$ cat config.mk
export PLATFORM = sky130hd
export DESIGN_NAME = flow_sensor_frame_parser_core
export DESIGN_NICKNAME = d
export VERILOG_FILES = /design/src/rtl/core/fsfp_pkg.sv /design/src/rtl/core/fsfp_parser.sv /design/src/rtl/core/fsfp_result.sv /design/src/rtl/core/flow_sensor_frame_parser_core.sv
export SDC_FILE = /design/constraint.sdc
export NUM_CORES = 1
export LEC_CHECK = 0
export BUFFER_PORTS_ARGS = -buffer_cell sky130_fd_sc_hd__buf_4
export CORE_ASPECT_RATIO = 0.75
export CORE_MARGIN = 2
export CORE_UTILIZATION = 40
export DETAILED_ROUTE_END_ITERATION = 16
export MAX_ROUTING_LAYER = met4
export PLACE_DENSITY_LB_ADDON = 0.08
export RECOVER_POWER = 100
export SYNTH_ARGS = -nofsm -noshare
export SYNTH_HDL_FRONTEND = slang
export SYNTH_SLANG_ARGS = --single-unit
$ cat constraint.sdc
create_clock -name clk_i -period 19.22 [get_ports clk_i]
set_clock_uncertainty 0.05 [all_clocks]
set_input_delay 0.961 -clock clk_i [delete_from_list [all_inputs] [get_ports clk_i]]
set_output_delay 0.961 -clock clk_i [all_outputs]
set_load 0.01 [all_outputs]
$ cat src/rtl/core/fsfp_pkg.sv
// Shared types, codes and constants for the flow sensor frame parser.
package fsfp_pkg;

  localparam int unsigned CAPTURE_BYTES = 16;
  localparam int unsigned CAP_IDX_W     = $clog2(CAPTURE_BYTES);

  localparam logic [7:0] HDR_FIRST    = 8'hAA;
  localparam logic [7:0] HDR_SECOND   = 8'hFF;
  localparam logic [7:0] FC_FLOW      = 8'h51;
  localparam logic [7:0] FC_RANGE     = 8'h34;
  localparam logic [7:0] FC_INERTIAL  = 8'h01;
  localparam logic [7:0] FC_ATTITUDE  = 8'h04;
  localparam logic [7:0] MODE_RAW     = 8'h00;
  localparam logic [7:0] MODE_FUSED   = 8'h01;
  localparam logic [7:0] MODE_INS     = 8'h02;
  localparam logic [7:0] QUAL_THR_RST = 8'd55;
  localparam logic [31:0] DIST_NONE   = 32'hFFFF_FFFF;

  typedef logic [CAPTURE_BYTES-1:0][7:0] cap_t;

  typedef enum logic [2:0] {
    PH_HUNT_AA = 3'd0,
    PH_HUNT_FF = 3'd1,
    PH_FUNC    = 3'd2,
    PH_LEN     = 3'd3,
    PH_PAYLOAD = 3'd4,
    PH_SUM     = 3'd5,
    PH_ADD     = 3'd6
  } phase_e;

  typedef enum logic [1:0] {
    KIND_FLOW     = 2'd0,
    KIND_RANGE    = 2'd1,
    KIND_INERTIAL = 2'd2,
    KIND_ATTITUDE = 2'd3
  } kind_e;

  typedef enum logic [1:0] {
    ST_OK       = 2'd0,
    ST_CK_FAIL  = 2'd1,
    ST_LOW_QUAL = 2'd2,
    ST_DIST_BAD = 2'd3
  } status_e;

  // parser -> result stage
  typedef struct packed {
    logic       last_byte;  // next accepted byte closes a frame
    logic       done;       // add byte accepted this cycle
    logic       ck_ok;      // sum and add both matched
    logic [7:0] func;
  } frame_t;

  typedef struct packed {
    kind_e              kind;
    status_e            status;
    logic [7:0]         mode;
    logic signed [15:0] val_a;
    logic signed [15:0] val_b;
    logic signed [15:0] val_c;
    logic signed [15:0] val_d;
    logic signed [15:0] val_e;
    logic signed [15:0] val_f;
    logic signed [31:0] range_dist;
    logic [7:0]         qual;
  } result_t;

endpackage

$ cat src/rtl/core/fsfp_parser.sv
// Byte framing state machine, checksum accumulators and payload capture.
module fsfp_parser (
  input  logic                clk_i,
  input  logic                rst_ni,
  input  logic                accept_i,
  input  logic [7:0]          rx_byte_i,
  output fsfp_pkg::frame_t    frame_o,
  output fsfp_pkg::cap_t      cap_o
);

  fsfp_pkg::phase_e phase_q, phase_d;
  logic [7:0] pos_q, pos_d;
  logic [7:0] len_q, len_d;
  logic [7:0] func_q, func_d;
  logic [7:0] sum_q, sum_d;
  logic [7:0] add_q, add_d;
  logic       match_q, match_d;
  logic [7:0] sum_acc;
  logic [7:0] add_acc;
  logic [7:0] pos_inc;
  fsfp_pkg::cap_t cap_q;

  assign sum_acc = sum_q + rx_byte_i;
  assign add_acc = add_q + sum_acc;
  assign pos_inc = pos_q + 8'd1;

  always_ff @(posedge clk_i or negedge rst_ni) begin
    if (!rst_ni) begin
      phase_q <= fsfp_pkg::PH_HUNT_AA;
      pos_q   <= '0;
      len_q   <= '0;
      func_q  <= '0;
      sum_q   <= '0;
      add_q   <= '0;
      match_q <= 1'b0;
    end else if (accept_i) begin
      phase_q <= phase_d;
      pos_q   <= pos_d;
      len_q   <= len_d;
      func_q  <= func_d;
      sum_q   <= sum_d;
      add_q   <= add_d;
      match_q <= match_d;
    end
  end

  always_comb begin
    phase_d = phase_q;
    pos_d   = pos_q;
    len_d   = len_q;
    func_d  = func_q;
    sum_d   = sum_q;
    add_d   = add_q;
    match_d = match_q;
    case (phase_q)
      fsfp_pkg::PH_HUNT_FF: begin
        if (rx_byte_i == fsfp_pkg::HDR_SECOND) begin
          sum_d   = sum_acc;
          add_d   = add_acc;
          phase_d = fsfp_pkg::PH_FUNC;
        end else if (rx_byte_i == fsfp_pkg::HDR_FIRST) begin
          // restart the header on a repeated first byte
          sum_d = fsfp_pkg::HDR_FIRST;
          add_d = fsfp_pkg::HDR_FIRST;
        end else begin
          phase_d = fsfp_pkg::PH_HUNT_AA;
        end
      end
      fsfp_pkg::PH_FUNC: begin
        func_d  = rx_byte_i;
        sum_d   = sum_acc;
        add_d   = add_acc;
        phase_d = fsfp_pkg::PH_LEN;
      end
      fsfp_pkg::PH_LEN: begin
        len_d   = rx_byte_i;
        pos_d   = '0;
        sum_d   = sum_acc;
        add_d   = add_acc;
        phase_d = (rx_byte_i == 8'd0) ? fsfp_pkg::PH_SUM : fsfp_pkg::PH_PAYLOAD;
      end
      fsfp_pkg::PH_PAYLOAD: begin
        sum_d = sum_acc;
        add_d = add_acc;
        pos_d = pos_inc;
        if (pos_inc == len_q) begin
          phase_d = fsfp_pkg::PH_SUM;
        end
      end
      fsfp_pkg::PH_SUM: begin
        match_d = (rx_byte_i == sum_q);
        phase_d = fsfp_pkg::PH_ADD;
      end
      fsfp_pkg::PH_ADD: begin
        phase_d = fsfp_pkg::PH_HUNT_AA;
      end
      default: begin
        if (rx_byte_i == fsfp_pkg::HDR_FIRST) begin
          sum_d   = fsfp_pkg::HDR_FIRST;
          add_d   = fsfp_pkg::HDR_FIRST;
          phase_d = fsfp_pkg::PH_HUNT_FF;
        end else begin
          phase_d = fsfp_pkg::PH_HUNT_AA;
        end
      end
    endcase
  end

  // bytes past the capture depth only feed the checksum
  always_ff @(posedge clk_i) begin
    if (accept_i && phase_q == fsfp_pkg::PH_PAYLOAD &&
        pos_q < 8'(fsfp_pkg::CAPTURE_BYTES)) begin
      cap_q[pos_q[fsfp_pkg::CAP_IDX_W-1:0]] <= rx_byte_i;
    end
  end

  assign frame_o.last_byte = (phase_q == fsfp_pkg::PH_ADD);
  assign frame_o.done      = accept_i && (phase_q == fsfp_pkg::PH_ADD);
  assign frame_o.ck_ok     = match_q && (rx_byte_i == add_q);
  assign frame_o.func      = func_q;
  assign cap_o             = cap_q;

endmodule

$ cat src/rtl/core/fsfp_result.sv
// Frame decode, mode 2 quality store and the result register.
module fsfp_result (
  input  logic                clk_i,
  input  logic                rst_ni,
  input  fsfp_pkg::frame_t    frame_i,
  input  fsfp_pkg::cap_t      cap_i,
  input  logic [7:0]          qual_thr_i,
  input  logic                out_stall_i,
  output logic                out_valid_o,
  output fsfp_pkg::result_t   result_o
);

  fsfp_pkg::result_t res_d, res_q;
  logic       known;
  logic       valid_q, valid_d;
  logic [7:0] squal_q, squal_d;
  logic [7:0] mode;
  logic [7:0] qual;
  logic [31:0] dist_word;

  assign mode = cap_i[0];
  assign dist_word = {cap_i[6], cap_i[5], cap_i[4], cap_i[3]};
  // a mode 2 frame refreshes the stored quality before the test
  assign qual = (mode == fsfp_pkg::MODE_INS) ? cap_i[14] : squal_q;

  always_comb begin
    res_d   = '0;
    known   = 1'b1;
    squal_d = squal_q;
    case (frame_i.func)
      fsfp_pkg::FC_FLOW: begin
        res_d.kind = fsfp_pkg::KIND_FLOW;
        res_d.mode = mode;
        res_d.qual = qual;
        if (mode == fsfp_pkg::MODE_INS) begin
          res_d.val_a = {cap_i[3], cap_i[2]};
          res_d.val_b = {cap_i[5], cap_i[4]};
          res_d.val_c = {cap_i[7], cap_i[6]};
          res_d.val_d = {cap_i[9], cap_i[8]};
          res_d.val_e = {cap_i[11], cap_i[10]};
          res_d.val_f = {cap_i[13], cap_i[12]};
          squal_d     = cap_i[14];
        end else if (mode == fsfp_pkg::MODE_FUSED) begin
          res_d.val_a = {cap_i[3], cap_i[2]};
          res_d.val_b = {cap_i[5], cap_i[4]};
        end else if (mode == fsfp_pkg::MODE_RAW) begin
          res_d.val_a = {8'd0, cap_i[2]};
          res_d.val_b = {8'd0, cap_i[3]};
        end
        if (qual < qual_thr_i) begin
          res_d.status = fsfp_pkg::ST_LOW_QUAL;
        end else begin
          res_d.status = frame_i.ck_ok ? fsfp_pkg::ST_OK : fsfp_pkg::ST_CK_FAIL;
        end
      end
      fsfp_pkg::FC_RANGE: begin
        res_d.kind       = fsfp_pkg::KIND_RANGE;
        res_d.range_dist = dist_word;
        if (!frame_i.ck_ok) begin
          res_d.status = fsfp_pkg::ST_CK_FAIL;
        end else if (dist_word == fsfp_pkg::DIST_NONE) begin
          res_d.status = fsfp_pkg::ST_DIST_BAD;
        end else begin
          res_d.status = fsfp_pkg::ST_OK;
        end
      end
      fsfp_pkg::FC_INERTIAL: begin
        res_d.kind   = fsfp_pkg::KIND_INERTIAL;
        res_d.status = frame_i.ck_ok ? fsfp_pkg::ST_OK : fsfp_pkg::ST_CK_FAIL;
        res_d.val_a  = {cap_i[1], cap_i[0]};
        res_d.val_b  = {cap_i[3], cap_i[2]};
        res_d.val_c  = {cap_i[5], cap_i[4]};
        res_d.val_d  = {cap_i[7], cap_i[6]};
        res_d.val_e  = {cap_i[9], cap_i[8]};
        res_d.val_f  = {cap_i[11], cap_i[10]};
      end
      fsfp_pkg::FC_ATTITUDE: begin
        res_d.kind   = fsfp_pkg::KIND_ATTITUDE;
        res_d.status = frame_i.ck_ok ? fsfp_pkg::ST_OK : fsfp_pkg::ST_CK_FAIL;
        res_d.val_a  = {cap_i[1], cap_i[0]};
        res_d.val_b  = {cap_i[3], cap_i[2]};
        res_d.val_c  = {cap_i[5], cap_i[4]};
        res_d.val_d  = {cap_i[7], cap_i[6]};
      end
      default: begin
        known = 1'b0;
      end
    endcase
  end

  // top level holds off a closing byte while a stalled result is pending
  always_comb begin
    valid_d = valid_q;
    if (frame_i.done && known) begin
      valid_d = 1'b1;
    end else if (!out_stall_i) begin
      valid_d = 1'b0;
    end
  end

  always_ff @(posedge clk_i or negedge rst_ni) begin
    if (!rst_ni) begin
      valid_q <= 1'b0;
      squal_q <= '0;
    end else begin
      valid_q <= valid_d;
      if (frame_i.done) begin
        squal_q <= squal_d;
      end
    end
  end

  always_ff @(posedge clk_i) begin
    if (frame_i.done && known) begin
      res_q <= res_d;
    end
  end

  assign out_valid_o = valid_q;
  assign result_o    = res_q;

endmodule

$ cat src/rtl/core/flow_sensor_frame_parser_core.sv
// Top level of the flow sensor frame parser: handshakes and threshold register.
// Takes one byte per cycle unless stalled as below; a frame's result is registered in the cycle after its add byte.
// Throughput: one byte every cycle; the one result register only holds off the
// closing byte of a frame while an earlier result is still stalled.
// Reset clears the framing state, the stored quality and the result valid and
// sets the quality threshold to 55; the payload capture is not cleared.
module flow_sensor_frame_parser_core (
  input  logic               clk_i,
  input  logic               rst_ni,
  input  logic               in_valid_i,
  output logic               in_stall_o,
  input  logic [7:0]         rx_byte_i,
  input  logic               cfg_valid_i,
  output logic               cfg_ready_o,
  input  logic [7:0]         cfg_data_i,
  output logic               out_valid_o,
  input  logic               out_stall_i,
  output logic [1:0]         frame_kind_o,
  output logic [1:0]         frame_status_o,
  output logic [7:0]         flow_mode_o,
  output logic signed [15:0] value_a_o,
  output logic signed [15:0] value_b_o,
  output logic signed [15:0] value_c_o,
  output logic signed [15:0] value_d_o,
  output logic signed [15:0] value_e_o,
  output logic signed [15:0] value_f_o,
  output logic signed [31:0] distance_o,
  output logic [7:0]         quality_o
);

  fsfp_pkg::frame_t  frame;
  fsfp_pkg::cap_t    cap;
  fsfp_pkg::result_t result;
  logic              accept;
  logic [7:0]        qual_thr_q;

  assign in_stall_o  = frame.last_byte && out_valid_o && out_stall_i;
  assign accept      = in_valid_i && !in_stall_o;
  assign cfg_ready_o = 1'b1;

  always_ff @(posedge clk_i or negedge rst_ni) begin
    if (!rst_ni) begin
      qual_thr_q <= fsfp_pkg::QUAL_THR_RST;
    end else if (cfg_valid_i && cfg_ready_o) begin
      qual_thr_q <= cfg_data_i;
    end
  end

  fsfp_parser u_parser (
    .clk_i     (clk_i),
    .rst_ni    (rst_ni),
    .accept_i  (accept),
    .rx_byte_i (rx_byte_i),
    .frame_o   (frame),
    .cap_o     (cap)
  );

  fsfp_result u_result (
    .clk_i       (clk_i),
    .rst_ni      (rst_ni),
    .frame_i     (frame),
    .cap_i       (cap),
    .qual_thr_i  (qual_thr_q),
    .out_stall_i (out_stall_i),
    .out_valid_o (out_valid_o),
    .result_o    (result)
  );

  assign frame_kind_o   = result.kind;
  assign frame_status_o = result.status;
  assign flow_mode_o    = result.mode;
  assign value_a_o      = result.val_a;
  assign value_b_o      = result.val_b;
  assign value_c_o      = result.val_c;
  assign value_d_o      = result.val_d;
  assign value_e_o      = result.val_e;
  assign value_f_o      = result.val_f;
  assign distance_o     = result.range_dist;
  assign quality_o      = result.qual;

endmodule
==> summary.md, run 1 <==
| Metric | Value |
|---|---|
| Status | `complete, but fails checks` |
| Failing checks | `max-capacitance violations, max-slew violations` |
| Total setup buffers inserted after CTS | `0` |
| Vias in the first global route | `8159` |
| Clk sinks | `329` |
| Metal2 WL | `15.10 mm` |
| Sequential-to-total area share from yosys stat | `70.90%` |
| Wire length on met1 | `16.36 mm` |
| Max cap viols | `8` |
| Post-CTS resize count | `0` |
| Arr. time, crit path | `9.21 ns` |
| Layout cells sized above 1 | `7.685%` |
| Yosys cell types | `71` |
| Slew Viols, Final | `411` |
| Hold_buf cts | `0` |
| Fin nets | `1129` |
| Most common cell in the netlist | `edfxtp_1` |
| First-pass GRT wire length | `51.12 mm` |
| Startpoint types | `flip-flop` |
| Yosys reg bits | `329` |
| Clk buf depth | `3` |
| Synth Cell Area | `13510 sq um` |
| Die Span Y | `163.2 microns` |
| CTS clk-pin slew, worst paths | `0.06 ns` |
| Power per cell area | `119.6 nW/um^2` |
| CTS Buf Count | `35` |
| Initial Util | `40.48%` |
| Initial antenna violation count | `0` |
| H-tree depth | `2` |
| EDFF count, synth | `268` |
| Die Area | `35280 sq um` |
| RSZ-0062 raised after global routing | `no` |
| GPL Wtd Cong | `0.7935` |
| WL/cell | `21.76 microns` |
| # rows | `58` |
| Total GRT Usage | `19.80%` |
| Synth warnings | `0` |
| Main flop type after synthesis | `edfxtp_1` |
| Worst min path class | `flip-flop to flip-flop` |
| Crit Path Class | `flip-flop to flip-flop` |
| Max Clk Rate | `108.2 MHz` |
| Crit. End Element | `flip-flop` |
| DRT iter0 DRCs | `611` |
| Yosys top cell area share | `59.56%` |
| DRC | `0` |
| Worst slew pin tran | `4.505 ns` |
| Largest cells by area after synthesis | `edfxtp_1 (60%), dfrtp_1 (10%), a22o_1 (6.0%)` |
| Area leader, netlist | `edfxtp_1` |
| CTS Root Cell | `clkbuf_16` |
| Share of synthesized registers carrying an async set or reset | `18.54%` |
| Peak VDD IR | `0.0001027 V` |
| Final worst-path cycle share | `48.08%` |
| Core area | `33380 sq um` |
| Slew margin rel. | `-200.3%` |
| Detailed-route via count | `8198` |
| Crit Path Max Fanout | `84` |
| TNS Setup | `0 ns` |
| Met3 wire len | `1.959 mm` |
| Mapped Nets | `950` |
| N_diodes | `0` |
| Die W | `216.2 microns` |
| CTS tree | `built` |
| TritonRoute pass-1 iters | `5` |
| Largest net degree at the start of global routing | `85` |
| Syn avg cell area | `14.98 sq um` |
| WL final | `33.85 mm` |
| Hold Violations, Final | `0` |
| Pleak | `0.005774 uW` |
| DR vias/cell | `5.269` |
| Grt ovf | `0` |
| Commonest cells in the netlist | `edfxtp_1 (268), a22o_1 (93), dfrtp_1 (56)` |
| DR top layer | `met4` |
| Mapped Cells | `902` |
| IO Pins | `172` |
| Core Util, Final | `47.16%` |
| Final setup violation count | `0` |
| Hpwl dp | `21.91 mm` |
| Clk_lat worst skew | `0.53 ns` |
| Critical path required time | `19.19 ns` |
| Layout area overhead | `16.50%` |
| Port Buffers | `170` |
| Final antenna-violating net count | `0` |
| Shortest period the worst path allows | `9.240 ns` |
[sequential cells by signal, summed over array words and instances (netlist names)]
| name | cells |
|---|---|
| u_parser.pos_q | 8 |
| u_parser.func_q | 8 |
| u_parser.phase_q | 3 |
| u_parser.match_q | 1 |
| u_result.squal_q | 8 |
| u_result.out_valid_o | 1 |
| u_parser.cap_o | 120 |
| qual_thr_q | 8 |
| u_result.result_o | 148 |
| u_parser.sum_q | 8 |
| u_parser.len_q | 8 |
| u_parser.add_q | 8 |
[cells in the final DEF, fill, tap and decap left out, types with 12 or more instances in the layout]
master	instances
nand4_1	12
nand3_1	19
a22o_1	93
o21ai_0	30
nor3_1	16
and2_0	33
buf_4	13
clkbuf_16	36
dfrtp_1	56
xor2_1	12
nand2_1	44
xnor2_1	21
ha_1	25
inv_1	38
clkbuf_1	175
nor2_1	36
a21oi_1	19
edfxtp_1	268
[power by group]
group / internal, uW / switching [uW] / total, uW
combinational: 162 / 188 / 350
clock: 389 / 277 / 666
sequential: 816 / 50.7 / 867
[logic make-up (layout without fill, tap and decap cells)]
| family | after synthesis | after routing | synth area share, % |
|---|---|---|---|
| AOI/OAI and AO/OA | 193 | 193 | 11.01 |
| xor gates and xnor gates | 34 | 34 | 2.306 |
| adders and majority gates | 27 | 27 | 2.611 |
| buffers and inverters | 77 | 281 | 2.334 |
| DFF | 329 | 329 | 70.90 |
| muxes | 25 | 25 | 2.019 |
| other | 1 | 1 | 0.02775 |
| and+or+nand+nor | 216 | 216 | 8.788 |
[layer usage]
| metal | GRT usage (%) | vias up |
|---|---|---|
| met5 | - | - |
| met4 | 3.892 | 0 |
| met3 | 3.613 | 38 |
| met2 | 29.05 | 217 |
| met1 | 28.96 | 4123 |
| li1 | - | 3820 |
[final cells by class]
type / count / area (sq um)
fillers: 3130 / 17640
flip-flops and latches: 329 / 9580
multi-input cells: 496 / 3606
clock buffers: 44 / 940.9
repair buffers: 181 / 728.2
well taps: 450 / 563.0
clock inverters: 18 / 180.2
inverters: 38 / 142.6
[final timing paths]
check	slack (ns)	start	cells past startpoint	end
worst max-delay path	9.98	u_parser.func_q[1]$_DFFE_PN0P_	9	u_result.result_o[105]$_SDFFCE_PN0P_
worst min-delay path	0.42	u_parser.match_q$_DFFE_PN0P_	2	u_parser.match_q$_DFFE_PN0P_
worst max register to register	9.98	u_parser.func_q[1]$_DFFE_PN0P_	9	u_result.result_o[105]$_SDFFCE_PN0P_
worst min register to register	0.42	u_parser.match_q$_DFFE_PN0P_	2	u_parser.match_q$_DFFE_PN0P_
max in group asynchronous	15.51	rst_ni	1	u_parser.sum_q[4]$_DFFE_PN0P_
min in group asynchronous	1.61	rst_ni	1	qual_thr_q[6]$_DFFE_PN0P_
[worst max-delay path, stage by stage, from the launching register on]
cell      delay, ns
dfrtp_1        0.45
nor4_1         0.30
nand3b_1       0.14
nor2_2         0.11
clkbuf_1       0.98
nor3_1         0.10
clkbuf_1       0.24
nor4b_4        0.26
clkbuf_1       2.67
clkbuf_1       3.35
[stage by stage]
step	std cells	hold WS (ns)	power [uW]	area, sq um	worst slack, ns
floorplan	902	0.3897	1151	13510	8.950
global placement	1494	0.4117	1233	15280	15.21
detailed placement	1494	0.4085	1238	15280	15.14
CTS	1556	0.4221	1904	16400	15.13
global route	1556	0.4527	1982	15740	9.113
finish	1556	0.4215	1883	15740	9.980
Note: power is estimated with default switching activity, not from simulation.
==> run 2, diff against run 1 <==
--- a/config.mk
+++ b/config.mk
@@ -5,6 +5,7 @@
 export SDC_FILE = /design/constraint.sdc
 export NUM_CORES = 1
 export LEC_CHECK = 0
+export ABC_AREA = 1
 export BUFFER_PORTS_ARGS = -buffer_cell sky130_fd_sc_hd__buf_4
 export CORE_ASPECT_RATIO = 0.75
 export CORE_MARGIN = 2
==> constraint.sdc (replaced) <==
create_clock -name clk_i -period 8.5 [get_ports clk_i]
set_clock_uncertainty 0.05 [all_clocks]
set_input_delay 0.425 -clock clk_i [delete_from_list [all_inputs] [get_ports clk_i]]
set_output_delay 0.425 -clock clk_i [all_outputs]
set_load 0.01 [all_outputs]
==> run 2 against run 1 <==
  * The flow still finishes with violations (max-capacitance violations, max-slew violations)
  * Maximum frequency increased by 57%
  * Sequential power grew 100%
  * Global-route usage increased by 0.75 points
  * Utilization decreased by 0.53 points
  * Cell count rose by 17%
  * Wire length increased by 6.3%
  * Combinational power shrank 62%
  * Clock power grew 130%
  * Critical path depth is 1 lower
  * Largest power group unchanged
==> summary.md, run 2 <==
| Metric | Value |
|---|---|
| Post-Synth Simple-Gate Area | `11.67% (+2.9 points)` |
| Most frequent cells in the layout | `edfxtp_1 (268), nand2_1 (179), inv_1 (175)` |
| Largest cells by area after synthesis | `edfxtp_1 (57%), dfrtp_1 (10%), o22ai_2 (5.4%)` |
| Slowest stage delay, CP | `2.05 ns (-1.30 ns)` |
| Yosys reg bits | `329 (unchanged)` |
| DR vias/cell | `4.938 (-6.3%)` |
| Die W | `220.2 microns (+1.8%)` |
| Mux cell area share after synthesis | `0.08030% (-1.9 points)` |
| Crit Path Max Fanout | `39 (-54%)` |
| Detailed-route via count | `8978 (+9.5%)` |
| Largest register FFs | `148 (unchanged)` |
| CTS Root Cell | `clkbuf_16` |
| Power share of the sequential group | `51.7% (+5.7 points)` |
| Arr. time, crit path | `5.99 ns (-3.22 ns)` |
| Clk pwr share | `44.5% (+9.1 points)` |
| Most common cell in the netlist | `edfxtp_1` |
| Sw Ratio | `21.06% (-6.3 points)` |
| Initial Util | `40.50% (about the same)` |
| Worst min path class | `primary input to flip-flop` |
| Post-CTS resize count | `0 (unchanged)` |
| Total setup buffers inserted after CTS | `0 (unchanged)` |
| Clk_lat worst skew | `0.52 ns (about the same)` |
| WL final | `36.00 mm (+6.3%)` |
| Min-Delay Path Depth | `3 (+1)` |
| GPL Wtd Cong | `0.8727 (+10%)` |
| RSZ-0062 raised after global routing | `no` |
| FF-to-FF Start | `u_parser.func_q[5]$_DFFE_PN0P_` |
| Commonest cells in the netlist | `edfxtp_1 (268), nand2_1 (176), inv_1 (172)` |
| Power per cell area | `210.6 nW/um^2 (+76%)` |
| TritonRoute pass-1 iters | `5 (unchanged)` |
| Worst path cell trace | `inv_1 > nand2_1 > nor3_1 > nand2_1 > nand2_1 > inv_1 > clkbuf_1 > o22ai_1` |
| Area leader, netlist | `edfxtp_1` |
| Synth warnings | `0 (unchanged)` |
| Shortest period the worst path allows | `5.880 ns (-3.360 ns)` |
| IO Pins | `172 (unchanged)` |
| Layout cells sized above 1 | `8.891% (+1.2 points)` |
| Clk buf depth | `3 (unchanged)` |
| Slew Viols, Final | `284 (-31%)` |
| First-pass GRT wire length | `54.32 mm (+6.3%)` |
| Fin nets | `1384 (+23%)` |
| Yosys cell types | `45 (-37%)` |
| Hold_buf cts | `1 (+1)` |
| Most common cell after layout, fill and taps aside | `edfxtp_1` |
| Final antenna-violating net count | `0 (unchanged)` |
| Largest family of logic cells by synthesized area | `simple AND/OR/NAND/NOR gates` |
| WL/cell | `19.80 microns (-9.0%)` |
| Final worst-path cycle share | `69.18% (+21 points)` |
| Synth Cell Area | `14020 sq um (+3.8%)` |
| # rows | `59 (+1.7%)` |
| Max cap viols | `7 (-1)` |
| Clk sinks | `329 (unchanged)` |
| Worst slew pin tran | `4.414 ns (-0.09072 ns)` |
| Synth Area in XOR/XNOR | `0.7495% (-1.6 points)` |
| Sequential-to-total area share from yosys stat | `68.32% (-2.6 points)` |
| Yosys top cell area share | `57.39% (-2.2 points)` |
| Worst reg-to-reg path cell count | `8 (-1)` |
| Mapped Cells | `1151 (+28%)` |
| Sequential Area | `9580 sq um (unchanged)` |
| Layout area overhead | `15.11%` |
| Multi-input logic area | `3488 sq um (-3.3%)` |
| Failing checks | `max-capacitance violations, max-slew violations` |
| Slowest cell on the critical path | `clkbuf_1` |
| Max Clk Rate | `170.1 MHz (+57%)` |
| Vias in the first global route | `8784 (+7.7%)` |
| CTS tree | `built` |
| TNS Setup | `0 ns (unchanged)` |
| Syn avg cell area | `12.18 sq um (-19%)` |
| Die Area | `36590 sq um (+3.7%)` |
| DRT iter0 DRCs | `648 (+6.1%)` |
| Largest net degree at the start of global routing | `68 (-20%)` |
| FILL cells | `3276 (+4.7%)` |
| Grt ovf | `0 (unchanged)` |
| NetSw | `715.9 uW (+39%)` |
| Core area | `34620 sq um (+3.7%)` |
| Slew margin rel. | `-194.3% (+6.0 points)` |
| Core Util, Final | `46.62% (-0.53 points)` |
| Compound-Gate Fraction of Synth Area | `10.63% (-0.38 points)` |
| Port Buffers | `170 (unchanged)` |
| Logic gate share of total power | `3.9% (-15 points)` |
| Die Span Y | `166.2 microns (+1.8%)` |
| DRC | `0 (unchanged)` |
| Hold Violations, Final | `0 (unchanged)` |
| Critical path required time | `8.61 ns (-10.58 ns)` |
| Final setup violation count | `0 (unchanged)` |
| Adder-cell share of the synthesized area | `2.516% (-0.095 points)` |
| Main flop type after synthesis | `edfxtp_1` |
| CTS Buf Count | `35 (unchanged)` |
| Pleak | `0.006318 uW (+9.4%)` |
| Worst setup startpoint | `u_parser.func_q[5]$_DFFE_PN0P_` |
| Mapped Nets | `1199 (+26%)` |
| CTS clk-pin slew, worst paths | `0.06 ns (about the same)` |
| Min-Delay Startpoint | `cfg_data_i[7]` |
| Total GRT Usage | `20.55% (+0.75 points)` |
| Initial antenna violation count | `0 (unchanged)` |
| EDFF count, synth | `268 (unchanged)` |
| Share of synthesized registers carrying an async set or reset | `18.54% (unchanged)` |
| Crit. End Element | `flip-flop` |
| Hpwl dp | `24.29 mm (+11%)` |
| N_diodes | `0 (unchanged)` |
| H-tree depth | `2 (unchanged)` |
| Startpoint types | `flip-flop` |
| Status | `complete, but fails checks` |
| Internal | `2683 uW (+96%)` |
| Most Frequent Cell on Critical Path | `nand2_1` |
| Peak VDD IR | `0.0001246 V (+21%)` |
| Crit Path Class | `flip-flop to flip-flop` |
run 2: cell types whose count changed in the layout (fill, tap and decap cells not counted), sizes merged, moves of 8 or more:
cell,change
inv,+139
nand2,+136
nor2,+91
a22o,-90
o22ai,+77
and2,-39
o21ai,+38
nand3,+26
mux2,-17
nor3,-14
xnor2,-13
a222oi,-8
xor2,-8
run 2: worst paths after layout:
check	endpoint	slack [ns]
max	u_result.result_o[116]$_SDFFCE_PN0P_	2.62
min	qual_thr_q[7]$_DFFE_PN0P_	0.06
max reg2reg	u_result.result_o[116]$_SDFFCE_PN0P_	2.62
min reg2reg	u_parser.sum_q[6]$_DFFE_PN0P_	0.44
max in group asynchronous	u_result.squal_q[1]$_DFFE_PN0P_	4.73
min in group asynchronous	u_parser.sum_q[6]$_DFFE_PN0P_	1.62
run 2: cell families after synthesis:
logic type / after synthesis
simple gates: 384
flops: 329
buf+inv: 206
compound gates: 191
fa+ha+maj: 27
xor+xnor: 12
other cells: 1
mux: 1
run 2: metal layers:
layer	vias to the layer above	part of all wire, %	track usage (%)
met2	236	43	28.55
met4	0	1.9	5.311
met5	-	0	-
li1	4350	-	-
met1	4344	50	31.15
met3	48	5.0	3.425
run 2: layout make-up:
cell class | count | area share, %
timing repair buffer | 176 | 4.434
inverter | 178 | 4.139
sequential | 329 | 59.35
clock buffer | 46 | 6.007
clock inverter | 16 | 0.9147
tap | 457 | 3.542
multi-input combinational | 616 | 21.61
run 2: worst max-delay path, delay by kind of cell, from the launching register on:
kind / cells / cell delay, ns
AO/OA/AOI/OAI: 1 / 0.27
AND/OR/NAND/NOR: 4 / 2.24
buffers and inverters: 3 / 2.55
flip-flops: 1 / 0.37
run 2: power by group through the flow:
stage	sequential, uW	clock [uW]	combinational (uW)
6_report	1760	1510	132
5_1_grt	1760	1620	150
4_1_cts	1760	1550	136
3_5_place_dp	1790	0	134
3_3_place_gp	1790	0	133
2_1_floorplan	1790	0	82.7
run 2: metrics by stage:
step                      std cells  hold slack, ns  cell area (sq um)  power, uW  setup WS, ns
after detailed placement       1755          0.4300              15740       1923         4.615
after CTS                      1818         0.03989              16870       3437         4.601
final                          1818         0.05759              16140       3399         2.620
after floorplan                1151         0.07941              14020       1868        0.4893
after global routing           1818         0.05591              16140       3524         2.146
after global placement         1755          0.4230              15740       1922         4.628
==> run 3, diff against run 2 <==
==> constraint.sdc (replaced) <==
create_clock -name clk_i -period 5.1 [get_ports clk_i]
set_clock_uncertainty 0.05 [all_clocks]
set_input_delay 0.255 -clock clk_i [delete_from_list [all_inputs] [get_ports clk_i]]
set_output_delay 0.255 -clock clk_i [all_outputs]
set_load 0.01 [all_outputs]
==> run 3 against run 2 <==
  * The run still ends with max-capacitance violations, max-slew violations left
  * Die area did not move
  * Global-route usage rose by 0.14 points
  * Critical path depth rose by 3
  * Largest cell class unchanged
==> summary.md, run 3 (synthesis gave the netlist of run 2 again) <==
| Metric | Value |
|---|---|
| Status | `complete, but fails checks` |
| Failing checks | `max-capacitance violations, max-slew violations` |
| Crit. End Element | `flip-flop` |
| Clk sinks | `329 (unchanged)` |
| TNS Setup | `0 ns (unchanged)` |
| Clk_lat worst skew | `0.52 ns (about the same)` |
| Total GRT Usage | `20.68% (+0.14 points)` |
| Shortest period the worst path allows | `3.676 ns (-2.204 ns)` |
| Largest register FFs | `148 (unchanged)` |
| Core area | `34620 sq um (unchanged)` |
| FF-to-FF Start | `u_parser.func_q[0]$_DFFE_PN0P_` |
| Worst r2r dst | `u_result.result_o[105]$_SDFFCE_PN0P_` |
| Crit Path Class | `flip-flop to flip-flop` |
| Slew Viols, Final | `55 (-81%)` |
| CTS Root Cell | `clkbuf_16` |
| Final setup violation count | `0 (unchanged)` |
| Critical path required time | `5.10 ns (-3.51 ns)` |
| Most common cell after layout, fill and taps aside | `edfxtp_1` |
| Arr. time, crit path | `3.68 ns (-2.31 ns)` |
| Max Clk Rate | `272.0 MHz (+60%)` |
| Hold Violations, Final | `0 (unchanged)` |
| DRC | `0 (unchanged)` |
| TritonRoute pass-1 iters | `5 (unchanged)` |
| Layout area overhead | `15.32%` |
| Hpwl dp | `24.46 mm (+0.70%)` |
| First-pass GRT wire length | `55.22 mm (+1.7%)` |
| DR vias/cell | `4.950 (+0.24%)` |
| Crit-path leading delay family | `buffers and inverters` |
| Die Span Y | `166.2 microns (unchanged)` |
| WL/cell | `19.53 microns (-1.3%)` |
| Hold Path Sink | `qual_thr_q[0]$_DFFE_PN1P_` |
| FILL cells | `3399 (+3.8%)` |
| Largest net degree at the start of global routing | `105 (+54%)` |
| CTS Buf Count | `36 (+2.9%)` |
| CTS tree | `built` |
| Peak VDD IR | `0.0002128 V (+71%)` |
| Min-Delay Startpoint | `cfg_valid_i` |
| Slowest stage delay, CP | `1.17 ns (-0.88 ns)` |
| Min-Delay Path Depth | `2 (-1)` |
| Worst reg-to-reg path cell count | `11 (+3)` |
| WL final | `36.08 mm (+0.23%)` |
| Worst slew pin tran | `1.658 ns (-2.756 ns)` |
| R2r setup slk | `1.42 ns (-1.20 ns)` |
| DRT iter0 DRCs | `733 (+13%)` |
| Initial Util | `40.50% (unchanged)` |
| Vias in the first global route | `9167 (+4.4%)` |
| CP bufs+invs | `5 (+2)` |
| Fin nets | `1409 (+1.8%)` |
| Crit Path Max Fanout | `44 (+13%)` |
| Layout cells sized above 1 | `6.120% (-2.8 points)` |
| Pleak | `0.006345 uW (+0.44%)` |
| Die Area | `36590 sq um (unchanged)` |
| RSZ-0062 raised after global routing | `no` |
| Most frequent cells in the layout | `edfxtp_1 (268), nand2_1 (179), inv_1 (176)` |
| Port Buffers | `170 (unchanged)` |
| Worst min path class | `primary input to flip-flop` |
| Detailed-route via count | `9143 (+1.8%)` |
| Slew margin rel. | `-10.51% (+180 points)` |
| Die W | `220.2 microns (unchanged)` |
| Initial antenna violation count | `1 (+1)` |
| Clk buf depth | `3 (unchanged)` |
| Most Frequent Cell on Critical Path | `inv_1` |
| Worst path cell trace | `inv_1 > nand3_1 > inv_1 > nand4_1 > clkbuf_1 > nand2_1 > nor2_1 > nand2_1 > inv_1 > nor2_1 > clkbuf_2` |
| Slowest cell on the critical path | `clkbuf_1` |
| Max cap viols | `2 (-5)` |
| Power per cell area | `355.0 nW/um^2 (+69%)` |
| GPL Wtd Cong | `0.8732 (about the same)` |
| Grt ovf | `0 (unchanged)` |
| Startpoint types | `flip-flop` |
| Final worst-path cycle share | `72.08% (+2.9 points)` |
| H-tree depth | `2 (unchanged)` |
| Final antenna-violating net count | `0 (unchanged)` |
| # rows | `59 (unchanged)` |
| IO Pins | `172 (unchanged)` |
| Core Util, Final | `46.71% (+0.087 points)` |
| CTS clk-pin slew, worst paths | `0.06 ns (about the same)` |
==> run 3: timing repair <==
| action | CTS | global route |
|---|---|---|
| hold endpoints to repair | 65 | 0 |
| gates resized for setup | 0 | 0 |
| hold buffers | 24 | 0 |
| setup buffers | 0 | 0 |
==> run 3: worst register-to-register path, stage by stage (launching register included) <==
cell and delay, ns:
dfrtp_1 0.38, inv_1 0.05, nand3_1 0.07, inv_1 0.05, nand4_1 0.06, clkbuf_1 1.17, nand2_1 0.18, nor2_1 0.25
nand2_1 0.10, inv_1 0.11, nor2_1 0.08, clkbuf_2 0.60
==> run 3: power breakdown <==
part	switching [uW]	leakage (uW)	internal, uW
logic	148	0.00255	87.5
clock network	1060	0.000573	1520
registers	17.7	0.00322	2910
==> run 3: area by class of cell <==
type / count / area (sq um) / share of cell area, %
Sequential cell: 329 / 9580 / 59.24
Multi-Input combinational cell: 616 / 3212 / 19.86
Clock buffer: 44 / 973.4 / 6.019
Timing Repair Buffer: 200 / 970.9 / 6.004
Inverter: 178 / 668.1 / 4.132
Tap cell: 457 / 571.8 / 3.536
Clock inverter: 22 / 192.7 / 1.191
Antenna cell: 1 / 2.502 / 0.01547
==> run 3: worst max path at each step <==
stage / start / end / slack [ns] / depth (start not counted)
after floorplan: u_parser.phase_q[1]$_DFFE_PN0P_ / u_result.result_o[0]$_SDFFCE_PN0P_ / 1.32 / 9
after global placement: rx_byte_i[0] / u_parser.add_q[7]$_DFFE_PN0P_ / 2.14 / 17
after detailed placement: rx_byte_i[0] / u_parser.add_q[7]$_DFFE_PN0P_ / 2.14 / 17
after CTS: u_parser.func_q[3]$_DFFE_PN0P_ / u_result.result_o[42]$_SDFFCE_PN0P_ / 2.10 / 8
after global routing: u_parser.func_q[0]$_DFFE_PN0P_ / u_result.result_o[105]$_SDFFCE_PN0P_ / 0.97 / 11
final: u_parser.func_q[0]$_DFFE_PN0P_ / u_result.result_o[105]$_SDFFCE_PN0P_ / 1.42 / 11
==> run 3: layer usage <==
metal / GRT usage [%] / part of all wire, % / up-vias
met4: 4.727 / 1.6 / 0
met5: - / 0 / -
met1: 30.96 / 49 / 4408
met3: 3.480 / 5.7 / 52
li1: - / - / 4413
met2: 29.45 / 43 / 270
==> run 3: through the flow <==
stage | power [uW] | setup WS [ns] | area, sq um | hold WS (ns) | instances
after floorplan | 3113 | 1.323 | 14030 | -0.09059 | 1151
after global placement | 3205 | 2.142 | 15760 | 0.3617 | 1756
after detailed placement | 3207 | 2.139 | 15760 | 0.3662 | 1756
after CTS | 5804 | 2.103 | 17170 | 0.02170 | 1846
after global routing | 5952 | 0.9698 | 16170 | 0.06129 | 1847
final | 5741 | 1.424 | 16170 | 0.04908 | 1847
